$ cat config.mk
export PLATFORM = sky130hd
export DESIGN_NAME = byte_mixing_string_hash_core_flat
export DESIGN_NICKNAME = d
export VERILOG_FILES = /design/src/rtl/bmsh_pkg.sv /design/src/rtl/bmsh_if.sv /design/src/rtl/byte_mixing_string_hash_core.sv /design/src/rtl/bmsh_mix_unit.sv /design/src/flat_wrapper.sv
export SDC_FILE = /design/constraint.sdc
export NUM_CORES = 1
export LEC_CHECK = 0
export ABC_AREA = 1
export CORE_MARGIN = 10
export CORE_UTILIZATION = 50
export DETAILED_ROUTE_END_ITERATION = 8
export DONT_BUFFER_PORTS = 1
export HOLD_SLACK_MARGIN = 0.02
export PLACE_DENSITY = 0.63
export SETUP_SLACK_MARGIN = 0.3
export SYNTH_ARGS = -nofsm -noshare
export SYNTH_HDL_FRONTEND = slang
export SYNTH_SLANG_ARGS = --single-unit
$ cat constraint.sdc
create_clock -name clk_i -period 11.4 [get_ports clk_i]
set_clock_uncertainty 0.05 [all_clocks]
set_input_delay 0 -clock clk_i [delete_from_list [all_inputs] [get_ports clk_i]]
set_output_delay 0 -clock clk_i [all_outputs]
set_load 0.03 [all_outputs]
$ cat src/rtl/bmsh_pkg.sv
// ----------------------------------------------------------------------------
// bmsh_pkg
// Shared types and constants for the byte-mixing string hash core.
// ----------------------------------------------------------------------------
package bmsh_pkg;

  // Hash word geometry
  localparam int unsigned WordW  = 32;
  localparam int unsigned ByteW  = 8;
  localparam int unsigned LaneW  = 2;   // byte lane index within the word

  // Finalization rounds run after the last character
  localparam int unsigned FinalRounds = 8;
  localparam int unsigned RoundW      = $clog2(FinalRounds);

  // Control handed to the shared mixing unit for one update
  typedef struct packed {
    logic [LaneW-1:0] dst;     // byte lane being updated
    logic             fin;     // finalization operand pattern
    logic [ByteW-1:0] addend;  // character, zero during finalization
  } mix_ctrl_t;

endpackage

$ cat src/rtl/bmsh_if.sv
// ----------------------------------------------------------------------------
// bmsh_char_if / bmsh_hash_if
// Valid/ready channels for incoming characters and outgoing hash words.
// ----------------------------------------------------------------------------
interface bmsh_char_if;
  logic       valid;
  logic       ready;
  logic [7:0] char_byte;
  logic       char_valid;
  logic       end_of_string;

  modport source (output valid, char_byte, char_valid, end_of_string, input ready);
  modport sink   (input valid, char_byte, char_valid, end_of_string, output ready);
endinterface

interface bmsh_hash_if;
  logic        valid;
  logic        ready;
  logic [31:0] hash_value;

  modport source (output valid, hash_value, input ready);
  modport sink   (input valid, hash_value, output ready);
endinterface

$ cat src/rtl/byte_mixing_string_hash_core.sv
// ----------------------------------------------------------------------------
// byte_mixing_string_hash_core
// Hashes a string, one character per request, into a 32-bit word seeded
// from a salt register, with eight mixing rounds after the last character.
// ----------------------------------------------------------------------------
//  channel   dir  handshake     payload
//  char_in   in   valid/ready   char_byte[7:0], char_valid, end_of_string
//  hash_out  out  valid/ready   hash_value[31:0]
//  cfg       in   cfg_we_i      cfg_wdata_i[31:0] (seed salt)
//
//  A character request is taken while the core is idle. A request with
//  end_of_string then occupies the shared mixing unit for the eight rounds,
//  then moves the hash into the output register once that is free; char_in
//  is not ready meanwhile. The output register lets the next string start
//  while a hash waits; a second hash waits in the core until the first is
//  taken. Reset clears the salt, the hash word and all control state.
// ----------------------------------------------------------------------------
module byte_mixing_string_hash_core (
  input  logic                       clk_i,
  input  logic                       rst_ni,
  input  logic                       cfg_we_i,
  input  logic [bmsh_pkg::WordW-1:0] cfg_wdata_i,
  bmsh_char_if.sink                  char_in,
  bmsh_hash_if.source                hash_out
);

  localparam logic [1:0] S_IDLE = 2'd0;
  localparam logic [1:0] S_FIN  = 2'd1;
  localparam logic [1:0] S_HOLD = 2'd2;

  logic [1:0]                  state_q, state_d;
  logic [bmsh_pkg::WordW-1:0]  salt_q;
  logic [bmsh_pkg::WordW-1:0]  word_q, word_d;
  logic [bmsh_pkg::LaneW-1:0]  phase_q, phase_d;
  logic                        started_q, started_d;
  logic [bmsh_pkg::RoundW-1:0] rnd_q, rnd_d;
  logic [bmsh_pkg::WordW-1:0]  hash_q, hash_d;
  logic                        out_valid_q, out_valid_d;

  logic                        req_take;
  logic [bmsh_pkg::WordW-1:0]  base_word;
  logic [bmsh_pkg::LaneW-1:0]  base_phase;
  bmsh_pkg::mix_ctrl_t         mix_ctrl;
  logic [bmsh_pkg::WordW-1:0]  mix_word;
  logic                        slot_free;

  assign char_in.ready      = (state_q == S_IDLE);
  assign req_take           = char_in.valid && char_in.ready;
  assign hash_out.valid     = out_valid_q;
  assign hash_out.hash_value = hash_q;
  assign slot_free          = !out_valid_q || hash_out.ready;

  // A new string starts from the salt
  assign base_word  = started_q ? word_q  : salt_q;
  assign base_phase = started_q ? phase_q : '0;

  // Operand select for the shared unit
  always_comb begin
    if (state_q == S_FIN) begin
      mix_ctrl.dst    = rnd_q[bmsh_pkg::LaneW-1:0] + 2'd3;
      mix_ctrl.fin    = 1'b1;
      mix_ctrl.addend = '0;
    end else begin
      mix_ctrl.dst    = base_phase;
      mix_ctrl.fin    = 1'b0;
      mix_ctrl.addend = char_in.char_byte;
    end
  end

  bmsh_mix_unit u_mix (
    .word_i (state_q == S_FIN ? word_q : base_word),
    .ctrl_i (mix_ctrl),
    .word_o (mix_word)
  );

  // Sequencer
  always_comb begin
    state_d     = state_q;
    word_d      = word_q;
    phase_d     = phase_q;
    started_d   = started_q;
    rnd_d       = rnd_q;
    hash_d      = hash_q;
    out_valid_d = out_valid_q && !hash_out.ready;
    unique case (state_q)
      S_IDLE: begin
        if (req_take) begin
          if (char_in.char_valid || char_in.end_of_string) begin
            word_d    = char_in.char_valid ? mix_word : base_word;
            phase_d   = char_in.char_valid ? base_phase + 2'd1 : base_phase;
            started_d = 1'b1;
          end
          if (char_in.end_of_string) begin
            state_d = S_FIN;
            rnd_d   = '0;
          end
        end
      end
      S_FIN: begin
        word_d = mix_word;
        if (rnd_q == bmsh_pkg::RoundW'(bmsh_pkg::FinalRounds - 1)) begin
          rnd_d   = '0;
          state_d = S_HOLD;
        end else begin
          rnd_d = rnd_q + bmsh_pkg::RoundW'(1);
        end
      end
      S_HOLD: begin
        if (slot_free) begin
          hash_d      = word_q;
          out_valid_d = 1'b1;
          word_d      = salt_q;
          phase_d     = '0;
          started_d   = 1'b0;
          state_d     = S_IDLE;
        end
      end
      default: begin
        state_d = S_IDLE;
      end
    endcase
  end

  // Control and hash-word registers
  always_ff @(posedge clk_i or negedge rst_ni) begin
    if (!rst_ni) begin
      state_q     <= S_IDLE;
      salt_q      <= '0;
      word_q      <= '0;
      phase_q     <= '0;
      started_q   <= 1'b0;
      rnd_q       <= '0;
      out_valid_q <= 1'b0;
    end else begin
      state_q     <= state_d;
      if (cfg_we_i) begin
        salt_q <= cfg_wdata_i;
      end
      word_q      <= word_d;
      phase_q     <= phase_d;
      started_q   <= started_d;
      rnd_q       <= rnd_d;
      out_valid_q <= out_valid_d;
    end
  end

  // Output payload
  always_ff @(posedge clk_i) begin
    hash_q <= hash_d;
  end

  // Checks
  a_fin_len: assert property (@(posedge clk_i) disable iff (!rst_ni)
    (req_take && char_in.end_of_string) |-> ##9 (state_q == S_HOLD))
    else $error("finalization did not take eight rounds");

  a_rnd_idle: assert property (@(posedge clk_i) disable iff (!rst_ni)
    (state_q != S_FIN) |-> (rnd_q == '0))
    else $error("round counter not cleared outside finalization");

  a_hold_load: assert property (@(posedge clk_i) disable iff (!rst_ni)
    (state_q == S_HOLD && slot_free) |=> (out_valid_q && state_q == S_IDLE && !started_q))
    else $error("finished hash not moved to output");

endmodule

$ cat src/rtl/bmsh_mix_unit.sv
// ----------------------------------------------------------------------------
// bmsh_mix_unit
// Shared byte update: dst += addend + x*y + z (mod 256), where x, y, z are
// other lanes of the word chosen by the operand pattern.
// ----------------------------------------------------------------------------
module bmsh_mix_unit (
  input  logic [bmsh_pkg::WordW-1:0] word_i,
  input  bmsh_pkg::mix_ctrl_t        ctrl_i,
  output logic [bmsh_pkg::WordW-1:0] word_o
);

  logic [bmsh_pkg::ByteW-1:0]   lane [4];
  logic [bmsh_pkg::LaneW-1:0]   x_idx, y_idx, z_idx;
  logic [2*bmsh_pkg::ByteW-1:0] prod;
  logic [bmsh_pkg::ByteW-1:0]   upd;

  // Split word into lanes, little-endian
  always_comb begin
    for (int k = 0; k < 4; k++) begin
      lane[k] = word_i[k*bmsh_pkg::ByteW +: bmsh_pkg::ByteW];
    end
  end

  // Operand lanes: characters use dst+3, dst+2, dst+1;
  // finalization uses dst+1, dst+2, dst+3
  always_comb begin
    y_idx = ctrl_i.dst + 2'd2;
    if (ctrl_i.fin) begin
      x_idx = ctrl_i.dst + 2'd1;
      z_idx = ctrl_i.dst + 2'd3;
    end else begin
      x_idx = ctrl_i.dst + 2'd3;
      z_idx = ctrl_i.dst + 2'd1;
    end
  end

  // One 8x8 multiply and a narrow add chain
  assign prod = lane[x_idx] * lane[y_idx];
  assign upd  = lane[ctrl_i.dst] + ctrl_i.addend + prod[bmsh_pkg::ByteW-1:0]
              + lane[z_idx];

  // Write the updated lane back
  always_comb begin
    word_o = word_i;
    word_o[ctrl_i.dst*bmsh_pkg::ByteW +: bmsh_pkg::ByteW] = upd;
  end

endmodule

$ cat src/flat_wrapper.sv
// flat-port wrapper written by rule: the top's interface ports become plain ports
module byte_mixing_string_hash_core_flat 
  (clk_i, rst_ni, cfg_we_i, cfg_wdata_i, char_in_valid, char_in_char_byte, char_in_char_valid, char_in_end_of_string, char_in_ready, hash_out_valid, hash_out_hash_value, hash_out_ready);
  bmsh_char_if char_in_i ();
  bmsh_hash_if hash_out_i ();
  input  logic clk_i;
  input  logic rst_ni;
  input  logic cfg_we_i;
  input  logic [bmsh_pkg::WordW-1:0] cfg_wdata_i;
  input wire logic [$bits(char_in_i.valid)-1:0] char_in_valid;
  input wire logic [$bits(char_in_i.char_byte)-1:0] char_in_char_byte;
  input wire logic [$bits(char_in_i.char_valid)-1:0] char_in_char_valid;
  input wire logic [$bits(char_in_i.end_of_string)-1:0] char_in_end_of_string;
  output wire logic [$bits(char_in_i.ready)-1:0] char_in_ready;
  output wire logic [$bits(hash_out_i.valid)-1:0] hash_out_valid;
  output wire logic [$bits(hash_out_i.hash_value)-1:0] hash_out_hash_value;
  input wire logic [$bits(hash_out_i.ready)-1:0] hash_out_ready;
  assign char_in_i.valid = char_in_valid;
  assign char_in_i.char_byte = char_in_char_byte;
  assign char_in_i.char_valid = char_in_char_valid;
  assign char_in_i.end_of_string = char_in_end_of_string;
  assign char_in_ready = char_in_i.ready;
  assign hash_out_valid = hash_out_i.valid;
  assign hash_out_hash_value = hash_out_i.hash_value;
  assign hash_out_i.ready = hash_out_ready;
  byte_mixing_string_hash_core u_core (.clk_i(clk_i), .rst_ni(rst_ni), .cfg_we_i(cfg_we_i), .cfg_wdata_i(cfg_wdata_i), .char_in(char_in_i), .hash_out(hash_out_i));
endmodule
==> flow_summary.yaml <==
outcome:
  status: "completed"
grt:
  antenna_found_initial: 1
  grt_max_degree: 74
  grt.overflow.total: 0
  grt_first_pass_wirelength_um: 47500
  grt_pass1_vias: 8453
  grt.total_usage_pct: 25.0
placement:
  place_inst: 1417
  hpwl_um: 20400
  port_buffers: 0
  place_congestion: 0.975
cts:
  cts_setup_buffers: 0
  cts_buffer_depth: 2
  path_clk_slew_ns: 0.08
  cts-hold-fix-buffers: 91
  ctsResizeCount: 0
  clk_latency_ns: 0.37
  clock-root-buffer: "clkbuf_16"
  cts_num_sinks: 105
  cts-buffers-inserted: 9
  cts_tree: "built"
  htreeDepth: 3
synth:
  syn-num-nets: 1356
  synth.distinct_cells: 51
  syn_area_per_cell_um2: 7.14
  syn_inst: 1248
  synthTopCellsByCount: "nand2_1 (372), nand3_1 (153), inv_1 (145)"
  synth.top_cells.by_area: "dfrtp_1 (20%), nand2_1 (16%), edfxtp_1 (11%), nand3_1 (8.6%), fa_1 (6.5%)"
  yosysTopAreaCell: "dfrtp_1"
  ys_dominant_reg_cell: "dfrtp_1"
  synth-edff-count: 32
  synth-async-reset-ratio_pct: 69.5
  synth.yosys.seq_area_share_pct: 31.3
  synth-seq-cells: 105
  synth_top_area_share_pct: 20.5
  netlist_area_mm2: 0.00891
  synth_warnings: 0
  yosysMostFrequentCell: "nand2_1"
sta:
  max_freq_mhz: 126
  rsz0062_at_grt: "false"
  max_slew.worst_pin.slew_ns: 1.25
  slew_viol_final: 0
  fin_crit_ns: 7.94
  finalSetupViolCount: 0
  tns_ns: 0
  fin_crit_sh_pct: 69.6
  hold_viol_final: 0
  maxSlewHeadroom_pct: 16.4
  whs_ns: 0.0342
die:
  ioPinCount: 81
  die_area_mm2: 0.0236
  core-area_mm2: 0.0174
  start_util_pct: 51.2
  rows: 48
  fp.dieH_um: 154
  die_w_um: 154
run:
  maxCapViolations: 0
routing:
  drt_iter0_drc: 1077
  drc: 0
  via_per_inst: 5.79
  vias: 8830
  routedWlPerCell_um: 19.5
  ant_nets: 0
  drt_pre_antenna_iters: 7
  routed_wl_um: 29800
worst_setup_path:
  cp_max_fo: 71
  crit_path_frequent_cell: "nand2_1"
  crit_path_top_delay_cell: "fa_1"
  r2r_cells: 42
  required_ns: 11.65
  cp_top_family: "adder cells"
  path_buf_inv: 10
  r2r_slack_ns: 3.46
  rr_startpoint: "u_core.state_q[1]$_DFFE_PN0P_"
  r2r-end: "u_core.word_q[31]$_DFFE_PN0P_"
  path_class: "reg2reg"
  cp-end-kind: "flip-flop"
  critPathMaxStageDelay_ns: 0.54
  worstPathArrival_ns: 8.19
  start_kind: "flip-flop"
layout:
  area_growth_pct: 13.6
  final_cells: 1525
  final_nets: 1402
  drive_gt1_share_pct: 5.85
min_path:
  worstHoldEndpoint: "u_core.salt_q[15]$_DFFE_PN0P_"
  min_path_type: "in2reg"
  min_path_cells: 2
  min_from: "cfg_we_i"
flip-flops by register name, summed over array words and instances (netlist names):
| name | flops |
|---|---|
| u_core.rnd_q | 3 |
| u_core.state_q | 2 |
| u_core.started_q | 1 |
| u_core.phase_q | 2 |
| u_core.hash_out.valid | 1 |
| u_core.word_q | 32 |
| u_core.salt_q | 32 |
| u_core.hash_out.hash_value | 32 |
how the worst max path moves through the flow:
stage / start / end / slack, ns / depth (start not counted)
6_report: u_core.state_q[1]$_DFFE_PN0P_ / u_core.word_q[31]$_DFFE_PN0P_ / 3.46 / 42
4_1_cts: u_core.state_q[1]$_DFFE_PN0P_ / u_core.word_q[31]$_DFFE_PN0P_ / 3.46 / 42
5_1_grt: u_core.state_q[1]$_DFFE_PN0P_ / u_core.word_q[15]$_DFFE_PN0P_ / 2.84 / 42
2_1_floorplan: u_core.state_q[1]$_DFFE_PN0P_ / u_core.word_q[23]$_DFFE_PN0P_ / 5.01 / 38
3_3_place_gp: u_core.state_q[1]$_DFFE_PN0P_ / u_core.word_q[31]$_DFFE_PN0P_ / 3.65 / 42
3_5_place_dp: u_core.state_q[1]$_DFFE_PN0P_ / u_core.word_q[31]$_DFFE_PN0P_ / 3.51 / 42
per-stage QoR:
step / setup slack [ns] / instance area (um^2) / utilization, %
floorplan: 5.01 / 8910 / -
global placement: 3.65 / 8890 / 51.0
detailed placement: 3.51 / 8890 / 51.0
CTS: 3.46 / 10100 / 58.1
global route: 2.84 / 10100 / 58.1
finish: 3.46 / 10100 / 58.1
worst register-to-register path: cells and delay by family (launching register included):
kind | cells | cell delay, ns
adders and majority gates | 8 | 3.24
DFF | 1 | 0.40
AOI/OAI and AO/OA | 3 | 0.32
and+or+nand+nor | 21 | 2.15
buffers and inverters | 10 | 1.72
layout make-up:
class                           instances  area, um^2
Fill cell                            1674        7290
Clock buffer                           10         239
Tap cell                              225         282
Clock inverter                          6        51.3
Sequential cell                       105        2790
Inverter                              153         582
Multi-Input combinational cell        927        5180
Timing Repair Buffer                   98         998
Antenna cell                            1        2.50
cells in the final DEF (no fill, tap or decap), types with 2 or more instances in the layout:
cell type,Yosys,final
clkbuf_16,0,9
xnor2_1,2,2
buf_4,5,7
ha_1,32,31
o22ai_1,11,11
o21ai_0,90,90
a221o_1,2,2
nand2_2,14,14
edfxtp_1,32,32
xor2_1,5,5
a31oi_1,25,25
dfrtp_1,73,73
inv_1,145,145
a22oi_1,4,4
o311ai_0,10,10
or2_2,6,6
o21ai_2,3,3
o21bai_1,2,2
fa_1,29,29
o221ai_1,13,13
o21ai_4,2,2
clkinvlp_4,0,2
inv_8,0,2
a21oi_1,33,32
buf_16,0,2
a32o_1,2,2
inv_2,5,5
o211ai_1,8,8
nand2_1,372,372
mux2_2,3,3
nand3_1,153,153
nand3b_1,7,7
or2_1,6,6
nand3_2,10,10
dlygate4sd3_1,0,89
nor2_1,70,69
a21o_1,2,2
cells by family after synthesis:
family          share of synthesized area [%]
compound gates                           14.5
xor+xnor                                0.688
fa+ha+maj                                11.0
buf+inv                                  10.8
flops                                    31.3
mux                                     0.491
simple gates                             31.2
layer usage:
metal  track usage (%)  part of all wire [%]  vias to the layer above
li1                  -                     -                     4216
met1              32.4                    41                     4100
met2              39.8                    46                      445
met3              5.36                   9.0                       69
met4              9.58                   3.6                        0
met5                 0                     0                        -
Power is not shown: default switching activity piles up to over one toggle a cycle in this logic, so the estimate is an artifact.
